$ cat config.mk
export PLATFORM = sky130hd
export DESIGN_NAME = qch_cross
export DESIGN_NICKNAME = d
export VERILOG_FILES = /design/src/rtl/core/qch_pkg.sv /design/src/rtl/core/qch_cross.sv
export SDC_FILE = /design/constraint.sdc
export NUM_CORES = 2
export LEC_CHECK = 0
export ABC_AREA = 1
export BUFFER_PORTS_ARGS = -buffer_cell sky130_fd_sc_hd__buf_4
export CAP_MARGIN = 0
export CORE_MARGIN = 4
export CORE_UTILIZATION = 60
export DETAILED_ROUTE_END_ITERATION = 16
export PLACE_DENSITY = 0.8
export SYNTH_ARGS = -nofsm -noshare
export SYNTH_HDL_FRONTEND = slang
export SYNTH_SLANG_ARGS = --single-unit
$ cat constraint.sdc
create_clock -name clk -period 10 [get_ports clk]
set_input_delay 0.5 -clock clk [delete_from_list [all_inputs] [get_ports clk]]
set_output_delay 0.5 -clock clk [all_outputs]
set_load 0.01 [all_outputs]
$ cat src/rtl/core/qch_pkg.sv
// qch_pkg: shared types and quadrant sign tables for the quadrant hull block
// no dependencies
package qch_pkg;

  // result of one orientation test
  typedef struct packed {
    logic done;
    logic cw;
  } qch_cross_res_t;

  // quadrant sign tables, bit q set where the sign is negative
  localparam logic [3:0] QSX_NEG = 4'b0110;
  localparam logic [3:0] QSY_NEG = 4'b1100;
  localparam logic [3:0] QOX_NEG = 4'b1100;

endpackage

$ cat src/rtl/core/qch_cross.sv
// qch_cross: strict clockwise test of three points, one shared multiplier
// depends on qch_pkg
module qch_cross
  import qch_pkg::*;
#(
  parameter int CW = 32
) (
  input  logic                 clk,
  input  logic                 rst_n,
  input  logic                 go,
  input  logic signed [CW-1:0] x1,
  input  logic signed [CW-1:0] y1,
  input  logic signed [CW-1:0] x2,
  input  logic signed [CW-1:0] y2,
  input  logic signed [CW-1:0] x3,
  input  logic signed [CW-1:0] y3,
  output qch_cross_res_t       res
);

  localparam int DW = CW + 1;
  localparam int PW = 2 * DW;

  logic [1:0]           step_r;
  logic signed [DW-1:0] a_r, b_r, c_r, d_r;
  logic signed [DW-1:0] op_a, op_b;
  logic signed [PW-1:0] m1_r, m2_r;
  logic signed [PW-1:0] prod;
  logic                 done_r, cw_r;

  // one multiplier, operands picked by step
  assign op_a = (step_r == 2'd1) ? a_r : c_r;
  assign op_b = (step_r == 2'd1) ? b_r : d_r;
  assign prod = PW'(op_a) * PW'(op_b);

  always_ff @(posedge clk) begin
    if (!rst_n) begin
      step_r <= 2'd0;
      done_r <= 1'b0;
    end else begin
      done_r <= 1'b0;
      unique case (step_r)
        2'd0: if (go) step_r <= 2'd1;
        2'd1: step_r <= 2'd2;
        2'd2: step_r <= 2'd3;
        2'd3: begin
          done_r <= 1'b1;
          step_r <= 2'd0;
        end
        default: step_r <= 2'd0;
      endcase
    end
  end

  // operand and product registers
  always_ff @(posedge clk) begin
    if (step_r == 2'd0 && go) begin
      a_r <= DW'(x2) - DW'(x1);
      b_r <= DW'(y3) - DW'(y1);
      c_r <= DW'(x3) - DW'(x1);
      d_r <= DW'(y2) - DW'(y1);
    end
    if (step_r == 2'd1) m1_r <= prod;
    if (step_r == 2'd2) m2_r <= prod;
    if (step_r == 2'd3) cw_r <= m1_r < m2_r;
  end

  assign res.done = done_r;
  assign res.cw   = cw_r;

endmodule

# After elaboration in Yosys (flattened, before gate mapping)
# Index checks and enable logic that the tools add are counted.
[word_totals] regBits=268 latch_bits=0 ramBits=0 mem_bits_ro=0 inputBits=195 output_inout_bits=2 wordCells=26 mem_count=0
[classes] addsub=4 mul=1 n_div=0 order_cmp=1 eq_ne=4 n_shift=0 n_mux=5 bitwise=0 n_reduce_logical=2
[ops] op="$sub 32x32->33" count=4
[ops] op="$lt 66x66->1" count=1
[ops] op="$mul 33x33->66" count=1
[ops] op="$mux 33" count=2
[ops] op="$pmux 2 s4" count=1
[ops] op="$eq 2x2->1 const B" count=2
[ops] op="$eq 2x1->1 const B" count=1
[ops] op="$logic_not 2->1" count=1
[ops] op="$mux 2" count=1
[ops] op="$ne 2x2->1 const B" count=1
[ops] op="$logic_and 1x1->1" count=1
[ops] op="$mux 1" count=1

# Longest topological paths before layout
[depth] ltp_word=3 mapped_depth=39 depth_no_buf=35

# Least setup slack after synthesis
# OpenSTA, ideal clock, no wires.
[synth_timing] kind="flip-flop to flip-flop" start="register step_r[1]" end="register m1_r[57] (data pin)" setup_time_ps=257 arrival_ps=9492 path_slack_ps=251 stages_incl_launch_ff=32 n_path_buf=3 synth_period_minus_slack_ps=9749 path_cell_list="dfxtp_1 -> inv_1 -> ha_1 -> buf_6 -> buf_4 -> nand2_1 -> o21ai_1 -> inv_1 -> buf_2 -> nor2_1 -> fa_1 -> fa_1 -> inv_1 -> fa_1 -> inv_1 -> fa_1 -> inv_1 -> fa_1 -> fa_1 -> fa_1 -> fa_1 -> inv_1 -> ha_1 -> nand2_1 -> nor2_1 -> inv_1 -> nor2_1 -> nand2_1 -> nor3_1 -> nand2_1 -> nand4_1 -> nand2_1"
[synth_between] elab_chain_len=3 elab_cells_between_ends=4 classes_between="mul: 1; eq/ne: 1; mux: 2"
[synth_rtl] element="start: declaration" line_no="qch_cross.sv:23" text="logic [1:0] step_r;"
[synth_rtl] element="start signal: assignment" line_no="qch_cross.sv:37" text="step_r <= 2'd0;"
[synth_rtl] element="start signal: assignment" line_no="qch_cross.sv:42" text="2'd0: if (go) step_r <= 2'd1;"
[synth_rtl] element="start signal: assignment" line_no="qch_cross.sv:43" text="2'd1: step_r <= 2'd2;"
[synth_rtl] element="$eq 2x1->1 *" line_no="qch_cross.sv:31, qch_cross.sv:32"
[synth_rtl] element="$mux 33, on equally long branches" line_no="qch_cross.sv:31, qch_cross.sv:32"
[synth_rtl] element="$mul 33x33->66 *" line_no="qch_cross.sv:33" text="assign prod = PW'(op_a) * PW'(op_b);"
[synth_rtl] element="named net prod[57]" line_no="qch_cross.sv:27" text="logic signed [PW-1:0] prod;"
[synth_rtl] element="end signal: assignment" line_no="qch_cross.sv:62" text="if (step_r == 2'd1) m1_r <= prod;"
[synth_rtl] element="end: declaration" line_no="qch_cross.sv:26" text="logic signed [PW-1:0] m1_r, m2_r;"
# The timed path passes the listed nets; every way through them passes the cells marked *.
# A chain may end at the register's enable or synchronous reset.

# Worst setup path in the final report
[layout_timing] start="register step_r[1]" end="register m1_r[52] (data pin)"
# Same word-level chain as after synthesis.

==> results.sh <==
export IMPL_ys_async_sr_fraction=0
export IMPL_syn_cell_area_mm2=0.0589
export IMPL_grt_pass1_vias=51982
export IMPL_synth_ff_type="edfxtp_1"
export IMPL_die_w_um=321
export IMPL_multiInputGateArea_mm2=0.0432
export IMPL_hold_viol=0
export IMPL_cts_repair_resized=0
export IMPL_layout_common_cells="inv_1 (1,713), nand2_1 (1,442), fa_1 (1,149)"
export IMPL_synth_enable_flop_cells=265
export IMPL_antenna_found_initial=8
export IMPL_rr_startpoint="step_r[1]$_SDFFE_PN0P_"
export IMPL_crit_cells=27
export IMPL_start_util=0.607
export IMPL_cts_root_buf="clkbuf_16"
export IMPL_endpoint_kind="register"
export IMPL_rows=114
export IMPL_vias=48940
export IMPL_r2r_cells=27
export IMPL_cts_tree="done"
export IMPL_post_synth_and_or_nand_nor_area_fraction=0.176
export IMPL_synth_top_family_by_area="adder cells"
export IMPL_path_max_fanout=60
export IMPL_max_stage_delay_ns=0.76
export IMPL_drt_wl_total_um=201000
export IMPL_cap_violations=0
export IMPL_final_seq_area_mm2=0.00802
export IMPL_synth_mux_area_frac=0
export IMPL_clkSlewWorstSetupHoldPaths_ns=0.07
export IMPL_relSlewSlack=0.245
export IMPL_yosysUniqueCellTypes=45
export IMPL_final_cells=8490
export IMPL_start_kind="register"
export IMPL_synth_compound_area_frac=0.0590
export IMPL_drtIter0Drc=4750
export IMPL_worstPathArrival_ns=9.87
export IMPL_dp_hpwl_um=168000
export IMPL_synthCells=7041
export IMPL_grt_max_degree=83
export IMPL_grt_use_total=0.401
export IMPL_final_common_cell="inv_1"
export IMPL_syn_nets=8800
export IMPL_postCtsSetupBuffers=0
export IMPL_fmax_mhz=105
export IMPL_min_to="done_r$_SDFF_PN0_"
export IMPL_synth_top_area_frac=0.391
export IMPL_ys_ff_latch=268
export IMPL_portBuffers=196
export IMPL_die_area_mm2=0.103
export IMPL_min_period_over_period=0.954
export IMPL_synth_fa_ha_area_frac=0.479
export IMPL_fillers=8327
export IMPL_drc_errors=0
export IMPL_globalplace_congestion=1.06
export IMPL_ys_seq_area_frac=0.136
export IMPL_syn_avg_cell_area_um2=8.36
export IMPL_yosys_warnings=0
export IMPL_yosysTopAreaCell="fa_1"
export IMPL_worstReg2RegEnd="m1_r[52]$_DFFE_PP_"
export IMPL_min_period_ns=9.54
export IMPL_dp_cells=8430
export IMPL_drtPass1Iterations=9
export IMPL_skew_ns=0.0214
export IMPL_critPathRequiredTime_ns=10.33
export IMPL_drive_above_1_share=0.0685
export IMPL_rrSetupSlack_ns=0.46
export IMPL_cp_top_family="adder cells"
export IMPL_cts_buffers=30
export IMPL_rsz0062_at_grt="false"
export IMPL_setup_tns_ns=0
export IMPL_critPathMostFrequentCell="fa_1"
export IMPL_grt_ovfl_total=0
export IMPL_insertion_delay_ns=0.64
export IMPL_clock_tree_buffer_depth=3
export IMPL_holdCritPathClass="in2reg"
export IMPL_h_tree_depth=1
export IMPL_holdBufCountCts=0
export IMPL_core_area_mm2=0.0970
export IMPL_synth_xor_area_frac=0.0201
export IMPL_syn_to_final_growth_pct=6.36
export IMPL_maxSlewViolCount=0
export IMPL_status="completed"
export IMPL_layout_nets=8945
export IMPL_cts_sinks=268
export IMPL_post_drt_wl_per_cell_um=23.7
export IMPL_die_h_um=321
export IMPL_grt_pass1_wl_um=309000
export IMPL_hp_start="rst_n"
export IMPL_setup_viol=0
export IMPL_critPathKind="reg2reg"
export IMPL_hold_depth=3
export IMPL_drt_vias_per_instance=5.76
export IMPL_crit_buf_inv=8
export IMPL_yosys_top_cells_area="fa_1 (39%), edfxtp_1 (14%), inv_1 (11%)"
export IMPL_worst_pin_slew_ns=1.13
export IMPL_crit_path_top_delay_cell="o21ai_2"
export IMPL_ioPinCount=197
export IMPL_ant_nets=0
[worst register-to-register path, stage by stage, from the launching register on]
cell and delay (ns):
dfxtp_1 0.37, inv_1 0.12, ha_4 0.32, buf_12 0.36, o21ai_2 0.77, inv_1 0.41
buf_4 0.25, nor2_1 0.38, fa_1 0.51, fa_1 0.51, inv_1 0.05, fa_1 0.48
inv_1 0.06, fa_1 0.48, fa_1 0.60, fa_1 0.46, fa_1 0.49, inv_1 0.06
fa_1 0.48, inv_1 0.04, ha_1 0.48, nand2_1 0.17, nor2_1 0.24, nand2_1 0.23
nor3_1 0.36, nand3_1 0.23, nand4_1 0.15, nand2_1 0.17
[layout make-up]
type / count / area share
inverter: 1761 / 0.106
sequential: 268 / 0.128
tap: 1276 / 0.0255
timing repair buffer: 282 / 0.0344
clock inverter: 21 / 0.00316
clock buffer: 33 / 0.0122
multi-input combinational: 4843 / 0.691
antenna: 6 / 0.000240
[cell families (layout without fill, tap and decap cells)]
logic type               Yosys count  count (layout)
AO/OA/AOI/OAI                    549             549
XOR/XNOR                         135             135
adder cells (fa/ha/maj)         1564            1564
buffers and inverters           1930            2097
flip-flops                       268             268
other                              0               6
AND/OR/NAND/NOR                 2595            2595
[synth_stat cells, types with 26 or more instances]
library cell  instances
nor3_1               33
o21ai_1              26
ha_1                415
nand3_1             159
a21oi_1             241
o21bai_1             40
xor2_1              115
fa_1               1149
inv_1              1714
o21ai_0             116
buf_2               116
nand2_1            1442
o21ai_4              31
o21ai_2              31
nor2_1              858
inv_2                47
nand4_1              41
edfxtp_1            265
[worst max path at each step]
stage	startpoint	to
after floorplan	step_r[1]$_SDFFE_PN0P_	m1_r[57]$_DFFE_PP_
after global placement	step_r[1]$_SDFFE_PN0P_	m1_r[47]$_DFFE_PP_
after detailed placement	step_r[1]$_SDFFE_PN0P_	m2_r[47]$_DFFE_PP_
after CTS	step_r[1]$_SDFFE_PN0P_	m2_r[47]$_DFFE_PP_
after global routing	step_r[1]$_SDFFE_PN0P_	m2_r[47]$_DFFE_PP_
final	step_r[1]$_SDFFE_PN0P_	m1_r[52]$_DFFE_PP_
[layer usage]
metal	wire length (µm)	track usage
met4	16500	0.255
met1	70500	0.480
met3	22600	0.102
met5	10	0
met2	91800	0.650
[sequential cells by signal (all words and copies together) (netlist names)]
signal and cells:
c_r 33, cw_r 1, b_r 33, m2_r 66, d_r 33, m1_r 66
step_r 2, done_r 1, a_r 33
[stage by stage]
stage	worst slack [ns]	util	instance area (µm²)	hold slack, ns
detailed placement	0.718	0.635	61600	0.607
floorplan	0.251	-	58900	0.512
CTS	0.641	0.645	62600	0.102
global route	0.121	0.645	62600	0.132
global placement	0.725	0.635	61600	0.577
finish	0.460	0.645	62600	0.135
Power is not shown: default switching activity piles up to over one toggle a cycle in this logic, so the estimate is an artifact.
