### src/rtl/core/qch_extreme.sv
// qch_extreme: running eight extreme points of a point stream
// no package dependencies
module qch_extreme #(
  parameter int CW = 32
) (
  input  logic                 clk,
  input  logic                 upd,
  input  logic                 first,
  input  logic signed [CW-1:0] px,
  input  logic signed [CW-1:0] py,
  output logic signed [CW-1:0] ex_x [8],
  output logic signed [CW-1:0] ex_y [8]
);

  // four independent update groups: {0,7} {3,4} {1,2} {5,6}
  always_ff @(posedge clk) begin
    if (upd) begin
      if (first) begin
        for (int i = 0; i < 8; i++) begin
          ex_x[i] <= px;
          ex_y[i] <= py;
        end
      end else begin
        // right side
        if (px >= ex_x[0]) begin
          if (px == ex_x[0]) begin
            if (py > ex_y[0]) begin
              ex_x[0] <= px; ex_y[0] <= py;
            end else if (py < ex_y[7]) begin
              ex_x[7] <= px; ex_y[7] <= py;
            end
          end else begin
            ex_x[0] <= px; ex_y[0] <= py;
            ex_x[7] <= px; ex_y[7] <= py;
          end
        end
        // left side
        if (px <= ex_x[3]) begin
          if (px == ex_x[3]) begin
            if (py > ex_y[3]) begin
              ex_x[3] <= px; ex_y[3] <= py;
            end else if (py < ex_y[4]) begin
              ex_x[4] <= px; ex_y[4] <= py;
            end
          end else begin
            ex_x[3] <= px; ex_y[3] <= py;
            ex_x[4] <= px; ex_y[4] <= py;
          end
        end
        // top side
        if (py >= ex_y[1]) begin
          if (py == ex_y[1]) begin
            if (px < ex_x[2]) begin
              ex_x[2] <= px; ex_y[2] <= py;
            end else if (px > ex_x[1]) begin
              ex_x[1] <= px; ex_y[1] <= py;
            end
          end else begin
            ex_x[1] <= px; ex_y[1] <= py;
            ex_x[2] <= px; ex_y[2] <= py;
          end
        end
        // bottom side
        if (py <= ex_y[5]) begin
          if (py == ex_y[5]) begin
            if (px < ex_x[5]) begin
              ex_x[5] <= px; ex_y[5] <= py;
            end else if (px > ex_x[6]) begin
              ex_x[6] <= px; ex_y[6] <= py;
            end
          end else begin
            ex_x[5] <= px; ex_y[5] <= py;
            ex_x[6] <= px; ex_y[6] <= py;
          end
        end
      end
    end
  end

endmodule

### config.mk
export PLATFORM = sky130hd
export DESIGN_NAME = qch_extreme
export DESIGN_NICKNAME = d
export VERILOG_FILES = /design/src/rtl/core/qch_extreme.sv
export SDC_FILE = /design/constraint.sdc
export NUM_CORES = 1
export LEC_CHECK = 0
export BUFFER_PORTS_ARGS = -buffer_cell sky130_fd_sc_hd__buf_2
export CORE_MARGIN = 4
export CORE_UTILIZATION = 45
export CTS_CLUSTER_DIAMETER = 50
export DETAILED_ROUTE_END_ITERATION = 10
export GPL_TIMING_DRIVEN = 0
export PLACE_DENSITY = 0.72
export SYNTH_ARGS = -nofsm -noshare
export SYNTH_HDL_FRONTEND = slang
export SYNTH_SLANG_ARGS = --single-unit
### constraint.sdc
create_clock -name clk -period 9.7 [get_ports clk]
set_input_delay 1.94 -clock clk [delete_from_list [all_inputs] [get_ports clk]]
set_output_delay 1.94 -clock clk [all_outputs]
set_load 0.01 [all_outputs]
======== Word-level counts from Yosys, hierarchy flattened ========
Cells that the tools add are included.
storage, ports and cells
  output and inout bits ................... 512
  register bits after elaboration ......... 512
  bits of input ports ..................... 67
operators by class
  $lt $le $gt $ge ......................... 12
  multiplexer cells ....................... 46
  reduce and logical (&&, ||, !) cells .... 12
  eq/ne operators ......................... 16
operator list
  cell                  number
  $mux W32              32
  $mux W64              12
  $mux W256             2
  $eq A32 B32 Y1        4
  $gt A32 B32 Y1        4
  $lt A32 B32 Y1        4
  $ge A32 B32 Y1        2
  $le A32 B32 Y1        2
  $ne A3 B2 Y1 const B  8
  $reduce_and A4 Y1     4
  $ne A3 B3 Y1 const B  4
  $reduce_and A3 Y1     4
  $reduce_bool A2 Y1    4

======== Depth between registers and ports, before layout ========
Gate-level depths: netlist of run 1.
  depth after elaboration ................. 6
  mapped depth ............................ 10

======== Least setup slack after synthesis of run 1 ========
No wires, ideal clock.
  kind .................................... in2reg
  start ................................... input py[17]
  end ..................................... register ex_x[160] (netlist bit), enable pin
  data required time ...................... 9.116 ns
  buffers on the path ..................... 0
  setup slack ............................. 1.113 ns
  cell stages on the path ................. 9
  arrival time ............................ 8.003 ns
  path through ............................ ha_1 a21o_1 a21o_1 a21oi_1 nor4_1 nor4_1 o21ai_0 a41oi_1 a21boi_0
on the way
  word-level cells in the longest chain between the ends .. 3
ends and longest elaborated chain
  what                                                                 line    text
  from (decl)                                                          10      input logic signed [CW-1:0] py,
  $ge A32 B32 Y1 or $eq A32 B32 Y1 (tied branches)                     51, 52
  $reduce_bool A2 Y1 (no source line) or $ne A3 B2 Y1 (tied branches)  --
  $reduce_and A3 Y1 (no source line) *                                 --
  to (signal, indexed assignment)                                      20      ex_x[i] <= px;
  to (decl)                                                            11      output logic signed [CW-1:0] ex_x [8],
Every way passes the cells marked *; elsewhere a longest branch is shown, timed or not.
A chain may end at the register's enable or synchronous reset.

======== Final worst setup path of run 1 ========
  start ................................... input px[12]
  end ..................................... register ex_y[59] (netlist bit), enable pin
on the way
  word-level cells in the longest chain between the ends .. 3
ends and longest elaborated chain
  what                                                           line    text
  from (decl)                                                    9       input logic signed [CW-1:0] px,
  $gt A32 B32 Y1 or $lt A32 B32 Y1 (tied branches)               68, 66
  $ne A3 B2 Y1 (no source line) or $ne A3 B3 Y1 (tied branches)  --
  $reduce_and A4 Y1 (no source line) *                           --
  to (signal, indexed assignment)                                21      ex_y[i] <= py;
  to (decl)                                                      12      output logic signed [CW-1:0] ex_y [8]
Marks and branches as above.

==> results of run 1 <==
[final timing paths]
path,from,to,slack [ps]
worst max-delay path,px[12],ex_y[59]$_DFFE_PP_,4360
worst min-delay path,ex_y[159]$_DFFE_PP_,ex_y[138]$_DFFE_PP_,1280
worst max register to register,ex_y[97]$_DFFE_PP_,ex_x[113]$_DFFE_PP_,5580
worst min register to register,ex_y[159]$_DFFE_PP_,ex_y[138]$_DFFE_PP_,1280
[power by group]
group | leakage [nW] | internal (mW) | total (mW) | switching, mW
Sequential | 4.90 | 2.65 | 2.72 | 0.0715
Combinational | 8.88 | 0.342 | 0.967 | 0.625
Clock | 0.960 | 1.30 | 2.24 | 0.933
[worst max-delay path: stages]
cell     delay (ps)
buf_2           250
ha_1            350
nand4_1         150
nor4_1          860
o21ai_0         350
nand3_1         340
a21oi_1         140
xnor2_1         240
o21ai_4         680
buf_12          280
[cell families after synthesis]
logic type | share of synthesized area
AO/OA/AOI/OAI | 0.0842
XOR/XNOR | 0.00105
adder cells (fa/ha/maj) | 0.189
buffers and inverters | 0.0581
flip-flops | 0.612
multiplexers | 0.000796
AND/OR/NAND/NOR | 0.0552
[metal layers]
metal	part of all wire	GRT usage	wire length [um]	up-vias
met2	0.48	0.422	36900	735
met4	0.039	0.0883	2990	2
met3	0.080	0.0586	6150	147
li1	-	-	-	8223
met5	0.00017	0	13	-
met1	0.40	0.319	30600	8694
[placed cells by master (no fill, tap or decap), types with 5 or more instances in the layout]
master,instances
nor3_1,13
a21oi_1,127
a211oi_1,5
clkinv_1,13
nor2_1,31
a21o_1,76
clkbuf_1,10
o211ai_1,7
clkbuf_16,63
inv_1,389
ha_1,380
buf_2,578
inv_6,6
nand2_1,57
nor2b_1,17
nor4_1,21
nand2b_1,12
clkinv_4,6
o21a_1,7
edfxtp_1,512
buf_16,5
clkinv_2,6
nand4_1,77
buf_12,9
nand3_1,16
o21ai_0,55
[state kept, by name (all words and copies together) (netlist names)]
name	count
ex_y	256
ex_x	256
[through the flow]
step	TNS, ps	hold WS (ps)	worst slack (ps)
CTS	0	1280	4310
global route	0	1330	4220
global placement	-414430	2060	-3770
finish	0	1280	4360
floorplan	0	1670	1110
detailed placement	0	1250	3660
[layout make-up]
cell class | count | area (um^2)
fill | 4399 | 23900
sequential | 512 | 15400
multi-input combinational | 978 | 8390
timing repair buffer | 592 | 3210
clock buffer | 73 | 1610
inverter | 389 | 1460
tap | 748 | 936
clock inverter | 41 | 365
antenna | 1 | 2.50
==> impl_results.md, run 1 <==
- Final cell count without fillers: 3334
- Clock Sinks: 512
- RSZ-0062 raised after global routing: no
- Residual DRC: 0
- Wire per inst: 23.0 um
- Post-synth cell types: 60
- CP Max Fanout: 25
- Status: finished, final reports clean
- Fin nets: 2981
- Pwr dens: 189 nW/um^2
- Synth area leaders: edfxtp_1, ha_1, inv_1, a21oi_1, a21o_1
- Least-Margin Pin Slew: 1260 ps
- Critical path class: input port to flip-flop
- Synth Flop Type: edfxtp_1
- Slew Viols, Final: 0
- Fin crit period: 5340 ps
- Layout cell share with drive strength beyond 1: 0.272
- Largest net degree at the start of global routing: 47
- Hold_buf cts: 0
- First-pass GRT wire length: 113 mm
- Port bufs: 578
- Initial antenna violation count: 3
- Slew headroom: 0.139
- Post-synth EDFFs: 512
- Worst-path clk slew: 70 ps
- Overall power: 5.92 mW
- WHS Path Cells: 4
- Via count: 17801
- Post-synthesis sequential area ratio: 0.612
- Final Instance Area: 31300 um^2
- GRT Total Usage: 0.251
- Yosys top cell by area: edfxtp_1
- LEAKAGE: 14.7 nW
- Initial DRT Pass Iterations: 5
- Count leader, synth: edfxtp_1
- Period utilisation layout: 0.550
- Arr. time, crit path: 5640 ps
- Row cnt: 86
- # resized after CTS: 0
- Hold Fails Final Rpt: 0
- Placed cell count: 3219
- Synth Area per Inst: 13.4 um^2
- Die Width: 244 um
- Synth warnings: 0
- Syn_nets: 2326
- CTS tree: yes
- Die Span Y: 244 um
- Final wirelength: 76.7 mm
- Number of setup buffers added after CTS: 0
- Post-synth top cells: edfxtp_1, inv_1, ha_1
- Starting Density: 0.455
- Setup violations, final: 0
- Mapped cell area: 25100 um^2
- H-tree depth: 2
- Yosys top cell area share: 0.612
- CTS Root Cell: clkbuf_16
- Total CTS buffers: 61
- #FFs+latches synth: 512
- Instance count of the mapped netlist: 1879
- Worst reg2reg path depth: 10
- Worst Skew: 19.2 ps
- GRT Residual Overflow: 0
- Maxcap violations: 0
- CP startpoint kind: input port
- Initial detailed-routing violation count: 1114
- Worst-skew pair later-pin latency: 620 ps
- Final core occ: 0.568
- Routed Antenna Nets: 0
- Hold crit path type: flip-flop to flip-flop
- Synth-to-Final Area Change: 24.7%
- Num ports: 579
- VDD IR max: 162 uV
- Clock buffer depth: 3
- Max frequency: 187 MHz
- Placed inst area: 29400 um^2
- Die ar.: 59700 um^2
- Via-per-instance ratio: 5.34
- Gpl congestion: 0.874
- Core Footprint: 55200 um^2
- Critical path endpoint category: flip-flop
- Crit path required time: 10000 ps
- HPWL after DPL: 58.5 mm
- Vias in the first global route: 18186
- Ys async rst share: 0
Note: power is estimated with default switching activity, not from simulation.
==> inputs of run 2 (changes only) <==
--- a/config.mk
+++ b/config.mk
@@ -5,13 +5,14 @@
 export SDC_FILE = /design/constraint.sdc
 export NUM_CORES = 1
 export LEC_CHECK = 0
+export ABC_AREA = 1
 export BUFFER_PORTS_ARGS = -buffer_cell sky130_fd_sc_hd__buf_2
 export CORE_MARGIN = 4
 export CORE_UTILIZATION = 45
 export CTS_CLUSTER_DIAMETER = 50
 export DETAILED_ROUTE_END_ITERATION = 10
 export GPL_TIMING_DRIVEN = 0
-export PLACE_DENSITY = 0.72
+export PLACE_DENSITY = 0.74
 export SYNTH_ARGS = -nofsm -noshare
 export SYNTH_HDL_FRONTEND = slang
 export SYNTH_SLANG_ARGS = --single-unit
==> constraint.sdc (replaced) <==
create_clock -name clk -period 4.9 [get_ports clk]
set_input_delay 0.98 -clock clk [delete_from_list [all_inputs] [get_ports clk]]
set_output_delay 0.98 -clock clk [all_outputs]
set_load 0.01 [all_outputs]
==> run 2 against run 1 <==
Register-to-register slack worse by 4500 ps. Clock power is 100% higher. Cell count is 10% higher. Clock skew is 5.2 ps higher. Critical path depth is 4 higher. Non-clock buffer count is 2 higher. Synthesized cell count is 18% higher. First-iteration DRC count stayed put. Global-route usage is 0.24 points lower. Via count is 5.7% higher. Sequential share of layout area is 0.96 points lower. Critical path type unchanged. Largest power group unchanged.
==> impl_results.md, run 2 <==
- Layout fillers: 4566 (+3.8%)
- Number of setup buffers added after CTS: 0 (unchanged)
- Antenna diodes: 0 (-1)
- R2r endpoint: ex_y[42]$_DFFE_PP_
- LEAKAGE: 15.5 nW (+4.8%)
- First-pass GRT wire length: 114 mm (+0.85%)
- Critical path cell sequence: buf_2 -> ha_1 -> nand2_1 -> nor2_1 -> nand4_1 -> nor2_1 -> nand4_1 -> nand2_1 -> a21oi_1 -> nand2_1 -> nand2_1 -> nor2_4 -> buf_12 -> buf_12
- Synth-to-Final Area Change: 24.2%
- Die ar.: 61100 um^2 (+2.3%)
- Max frequency: 251 MHz
- Port bufs: 577 (-0.17%)
- Final wirelength: 78.2 mm (+2.0%)
- CP most frequent cell: nand2_1
- Synth area leaders: edfxtp_1, ha_1, inv_1, nand2_1, a21oi_1
- Critical path class: input port to flip-flop
- Count leader, synth: edfxtp_1
- Worst reg-to-reg setup slack: 1110 ps (-4470 ps)
- Period utilisation layout: 0.814
- Hold path endpoint: ex_y[160]$_DFFE_PP_
- Largest regs: ex_x (256), ex_y (256)
- Yosys top cell area share: 0.597 (-0.0143)
- Critical path endpoint category: flip-flop
- # resized after CTS: 0 (unchanged)
- Synth Flop Type: edfxtp_1
- Fin nets: 3311 (+11%)
- Synth Area per Inst: 11.6 um^2 (-13%)
- Max incr delay on CP: 520 ps (-340 ps)
- Final core occ: 0.566 (-0.00194)
- Arr. time, crit path: 4270 ps (-1370 ps)
- Starting Density: 0.456 (about the same)
- Worst-skew pair later-pin latency: 610 ps (about the same)
- Post-synth cell types: 27 (-55%)
- Final cell count without fillers: 3669 (+10%)
- Via-per-instance ratio: 5.13 (-3.9%)
- CTS Root Cell: clkbuf_16
- Worst Skew: 24.3 ps (+5.17 ps)
- Num ports: 579 (unchanged)
- Via count: 18819 (+5.7%)
- Syn_nets: 2657 (+14%)
- Overall power: 11.9 mW (+100%)
- Crit path required time: 5190 ps (-4810 ps)
- Pwr dens: 371 nW/um^2 (+96%)
- RSZ-0062 raised after global routing: no
- Wire per inst: 21.3 um (-7.3%)
- TNS Setup: 0 ps (unchanged)
- Min-delay src: py[0]
- Commonest non-fill, non-tap cell in the layout: buf_2
- Setup violations, final: 0 (unchanged)
- Worst-path clk slew: 60 ps (about the same)
- WHS Path Cells: 1 (-3)
- Placed inst area: 30000 um^2 (+2.1%)
- Synth warnings: 0 (unchanged)
- Post-synth EDFFs: 512 (unchanged)
- Post-synth top cells: edfxtp_1, inv_1, ha_1
- Hold_buf cts: 0 (unchanged)
- Mapped cell area: 25700 um^2 (+2.4%)
- Initial detailed-routing violation count: 1114 (unchanged)
- CP Max Fanout: 28 (+12%)
- Worst reg2reg path depth: 14 (+4)
- GRT Total Usage: 0.248 (-0.00236)
- GRT Residual Overflow: 0 (unchanged)
- CTS tree: yes
- Layout cell share with drive strength beyond 1: 0.246 (-0.0251)
- Ys async rst share: 0 (unchanged)
- PnR worst setup slack: 912 ps (-3450 ps)
- Hold Fails Final Rpt: 0 (unchanged)
- Vias in the first global route: 19047 (+4.7%)
- Max stage delay cell, worst path: nor2_4
- Routed Antenna Nets: 0 (unchanged)
- Slew Viols, Final: 0 (unchanged)
- Most frequent cells in the layout: buf_2, edfxtp_1, inv_1, ha_1, nand2_1
- Total CTS buffers: 59 (-3.3%)
- Place WS: 153 ps (-3510 ps)
- Clock buffer depth: 3 (unchanged)
- #FFs+latches synth: 512 (unchanged)
- Least-Margin Pin Slew: 887 ps (-372 ps)
- VDD IR max: 287 uV (+77%)
- Instance count of the mapped netlist: 2210 (+18%)
- Initial DRT Pass Iterations: 5 (unchanged)
- Final Instance Area: 32000 um^2 (+2.0%)
- HPWL after DPL: 59.2 mm (+1.2%)
- Initial antenna violation count: 1 (-2)
- Final hold slack: 741 ps (-540 ps)
- Placed cell count: 3559 (+11%)
- Largest net degree at the start of global routing: 40 (-15%)
- Slew headroom: 0.407 (+0.268)
- Hold crit path type: input port to flip-flop
- H-tree depth: 2 (unchanged)
- Post-synthesis sequential area ratio: 0.597 (-0.0143)
- Clock Sinks: 512 (unchanged)
- Row cnt: 87 (+1.2%)
- Residual DRC: 0 (unchanged)
- Core Footprint: 56500 um^2 (+2.3%)
- Worst reg2reg path startpoint: ex_y[87]$_DFFE_PP_
- CP startpoint kind: input port
- Die Width: 247 um (+1.2%)
- Yosys top cell by area: edfxtp_1
- Status: finished, final reports clean
- Maxcap violations: 0 (unchanged)
- Die Span Y: 247 um (+1.2%)
- Gpl congestion: 0.897 (+2.6%)
- Fin crit period: 3990 ps
[run 2: changes by cell type in the layout (fill, tap and decap cells not counted), moves of 9 or more]
cell      change
a21o_1       -70
a21oi_1      +53
inv_1        +75
inv_2         +9
nand2_1     +311
nand2b_1     -12
nand3_1      +30
nand4_1      -42
nor2_1       +67
nor2_2       +10
nor2b_1      -17
nor4_1       -20
o21ai_0      -29
o21ai_1      +17
[run 2: final cells by class]
class	instances	area [um^2]	area share
flip-flops and latches	512	15400	0.481
multi-input cells	1222	8630	0.270
repair buffers	593	3240	0.101
inverters	475	1790	0.0558
clock buffers	73	1570	0.0491
well taps	756	946	0.0296
clock inverters	37	422	0.0132
plain buffers	1	7.51	0.000235
[run 2: power breakdown]
group	internal, mW	switching [mW]
clock network	2.67	1.83
registers	5.24	0.155
logic	0.669	1.29
total	8.58	3.28
[run 2: kinds of logic after synthesis]
group | Yosys count | synth area share
flops | 512 | 0.597
buf+inv | 476 | 0.0696
simple gates | 590 | 0.0967
fa+ha+maj | 380 | 0.185
compound gates | 252 | 0.0518
[run 2: worst max-delay path by stage]
stage	start	endpoint	cells after the start
finish	py[23]	ex_y[42]$_DFFE_PP_	14
global route	py[23]	ex_y[42]$_DFFE_PP_	14
CTS	py[23]	ex_y[43]$_DFFE_PP_	14
detailed placement	py[23]	ex_y[43]$_DFFE_PP_	14
global placement	px[7]	ex_y[2]$_DFFE_PP_	10
floorplan	py[31]	ex_x[224]$_DFFE_PP_	10
[run 2: worst max-delay path, delay by kind of cell]
family / cells / cell delay, ps
buffers and inverters: 3 / 740
AND/OR/NAND/NOR: 9 / 2110
AO/OA/AOI/OAI: 1 / 60
adder cells (fa/ha/maj): 1 / 330
[run 2: routing by layer]
layer	wire, um	global-route usage
met1	30500	0.301
met4	3250	0.0939
met3	6540	0.0620
met5	0	0
met2	37900	0.428
==> inputs of run 3 (changes only) <==
==> constraint.sdc (replaced) <==
create_clock -name clk -period 3.4 [get_ports clk]
set_input_delay 0.68 -clock clk [delete_from_list [all_inputs] [get_ports clk]]
set_output_delay 0.68 -clock clk [all_outputs]
set_load 0.01 [all_outputs]
==> run 3 against run 2 <==
Wire length is 1.1% lower. Utilization is 0.38 points higher. Non-clock buffer count rose by 13. Count of clock-buffer cells in the layout down 1. Sequential share of layout area is 0.32 points lower. Register-to-register slack lost 820 ps. Combinational power up 45%. Flip-flop and latch count stayed put. Via count up 0.70%. Hold slack lost 320 ps. Global-route usage down 0.30 points.
==> impl_results.md, run 3 (same netlist as run 2, synthesis figures left out) <==
- Status: finished, final reports clean
- Layout cell share with drive strength beyond 1: 0.254 (+0.00761)
- Via-per-instance ratio: 5.14 (+0.16%)
- Arr. time, crit path: 3420 ps (-850 ps)
- Worst Skew: 20.8 ps (-3.52 ps)
- Clock buffer depth: 3 (unchanged)
- Layout fillers: 4546 (-0.44%)
- Routed Antenna Nets: 0 (unchanged)
- Wire per inst: 21.0 um (-1.6%)
- Die Span Y: 247 um (unchanged)
- Most frequent cells in the layout: buf_2, edfxtp_1, inv_1, ha_1, nand2_1
- Final Instance Area: 32200 um^2 (+0.68%)
- Pwr dens: 534 nW/um^2 (+44%)
- Largest net degree at the start of global routing: 30 (-25%)
- Commonest non-fill, non-tap cell in the layout: buf_2
- Port bufs: 577 (unchanged)
- Die Width: 247 um (unchanged)
- Gpl congestion: 0.884 (-1.4%)
- GRT Residual Overflow: 0 (unchanged)
- Vias in the first global route: 19405 (+1.9%)
- Maxcap violations: 0 (unchanged)
- Starting Density: 0.456 (unchanged)
- Hold_buf cts: 0 (unchanged)
- RSZ-0062 raised after global routing: no
- Largest regs: ex_x (256), ex_y (256)
- Row cnt: 87 (unchanged)
- Final wirelength: 77.3 mm (-1.1%)
- Crit path required time: 3710 ps (-1480 ps)
- HPWL after DPL: 59.1 mm (-0.23%)
- Placed cell count: 3559 (unchanged)
- GRT Total Usage: 0.245 (-0.00303)
- Die ar.: 61100 um^2 (unchanged)
- Total CTS buffers: 61 (+3.4%)
- Hold crit path type: input port to flip-flop
- Initial detailed-routing violation count: 1179 (+5.8%)
- Slew Viols, Final: 0 (unchanged)
- Placed inst area: 30000 um^2 (about the same)
- Num ports: 579 (unchanged)
- VDD IR max: 496 uV (+73%)
- Period utilisation layout: 0.915
- Initial DRT Pass Iterations: 5 (unchanged)
- Slew headroom: 0.580 (+0.173)
- Via count: 18951 (+0.70%)
- Worst reg2reg path startpoint: ex_y[87]$_DFFE_PP_
- Fin nets: 3327 (+0.48%)
- Initial antenna violation count: 3 (+2)
- Overall power: 17.2 mW (+45%)
- Final core occ: 0.570 (+0.00383)
- LEAKAGE: 15.6 nW (+0.76%)
- CP startpoint kind: flip-flop
- CP Max Fanout: 26 (-7.1%)
- Worst-skew pair later-pin latency: 620 ps (about the same)
- Synth-to-Final Area Change: 25.1%
- Fin crit period: 3110 ps
- Min-delay src: py[0]
- Max frequency: 321 MHz
- Setup violations, final: 0 (unchanged)
- Residual DRC: 0 (unchanged)
- Final cell count without fillers: 3689 (+0.55%)
- Least-Margin Pin Slew: 625 ps (-262 ps)
- First-pass GRT wire length: 114 mm (-0.51%)
- H-tree depth: 2 (unchanged)
- CTS Root Cell: clkbuf_16
- Critical path class: flip-flop to flip-flop
- Worst-path clk slew: 60 ps (about the same)
- Critical path endpoint category: flip-flop
- Clock Sinks: 512 (unchanged)
- Core Footprint: 56500 um^2 (unchanged)
- CTS tree: yes
- Critical path origin: ex_y[87]$_DFFE_PP_
- Hold Fails Final Rpt: 0 (unchanged)
run 3: changes by cell type in the layout (fill, tap and decap cells not counted), moves of 2 or more:
cell,before,now
clkinv_4,0,2
buf_16,4,0
buf_12,12,20
clkinv_2,7,12
clkinvlp_4,2,4
clkbuf_16,61,63
nor2_2,10,12
nor3_1,12,10
nor2_1,98,96
inv_8,3,6
clkbuf_1,12,9
inv_6,7,4
buf_4,0,9
run 3: path summary, 6_finish.rpt:
path	end	slack (ps)	cells after the start
worst max register to register	ex_x[34]$_DFFE_PP_	290	14
worst max-delay path	ex_x[34]$_DFFE_PP_	290	14
worst min register to register	ex_x[181]$_DFFE_PP_	1290	7
worst min-delay path	ex_y[32]$_DFFE_PP_	420	1
run 3: repair_timing:
item,in CTS,in global routing
gates resized for setup,4,2
gates cloned,1,0
pin swaps,3,4
endpoints found under the setup margin,319,237
buffers inserted,4,9
run 3: critical path, stage by stage (launching register included):
cell	delay (ps)
edfxtp_1	370
inv_1	50
ha_1	290
nand2_1	70
nor2_1	170
nand4_1	290
nor2_2	340
nand4_1	300
nand2_1	140
a21oi_1	60
nand2_1	80
nand2_1	80
nor2_4	150
buf_4	170
buf_12	200
run 3: power breakdown:
group | leakage [nW] | internal, mW | switching (mW)
registers | 4.89 | 7.55 | 0.223
logic | 9.67 | 0.991 | 1.86
clock network | 1.01 | 3.89 | 2.69
total | 15.6 | 12.4 | 4.77
run 3: final cells by class:
cell class,instances,area [um^2],share of cell area
Sequential cell,512,15400,0.478
Antenna cell,1,2.50,0.0000777
Tap cell,756,946,0.0294
Clock inverter,43,445,0.0138
Buffer,1,7.51,0.000233
Inverter,475,1790,0.0555
Timing Repair Buffer,606,3360,0.104
Multi-Input combinational cell,1223,8660,0.269
Clock buffer,72,1610,0.0500
run 3: stage by stage:
stage          hold slack, ps   TNS, ps  worst slack (ps)
4_1_cts                   380         0              2.72
6_report                  419         0               288
5_1_grt                   399         0              87.6
3_5_place_dp             1040   -297800              -930
2_1_floorplan             779   -180230              -479
3_3_place_gp             1040  -1300650             -3030
run 3: layer usage:
metal | up-vias | track usage | share of wire
met5 | - | 0 | 0.00026
met1 | 9183 | 0.291 | 0.38
li1 | 8891 | - | -
met3 | 169 | 0.0568 | 0.077
met4 | 2 | 0.0894 | 0.039
met2 | 706 | 0.435 | 0.51
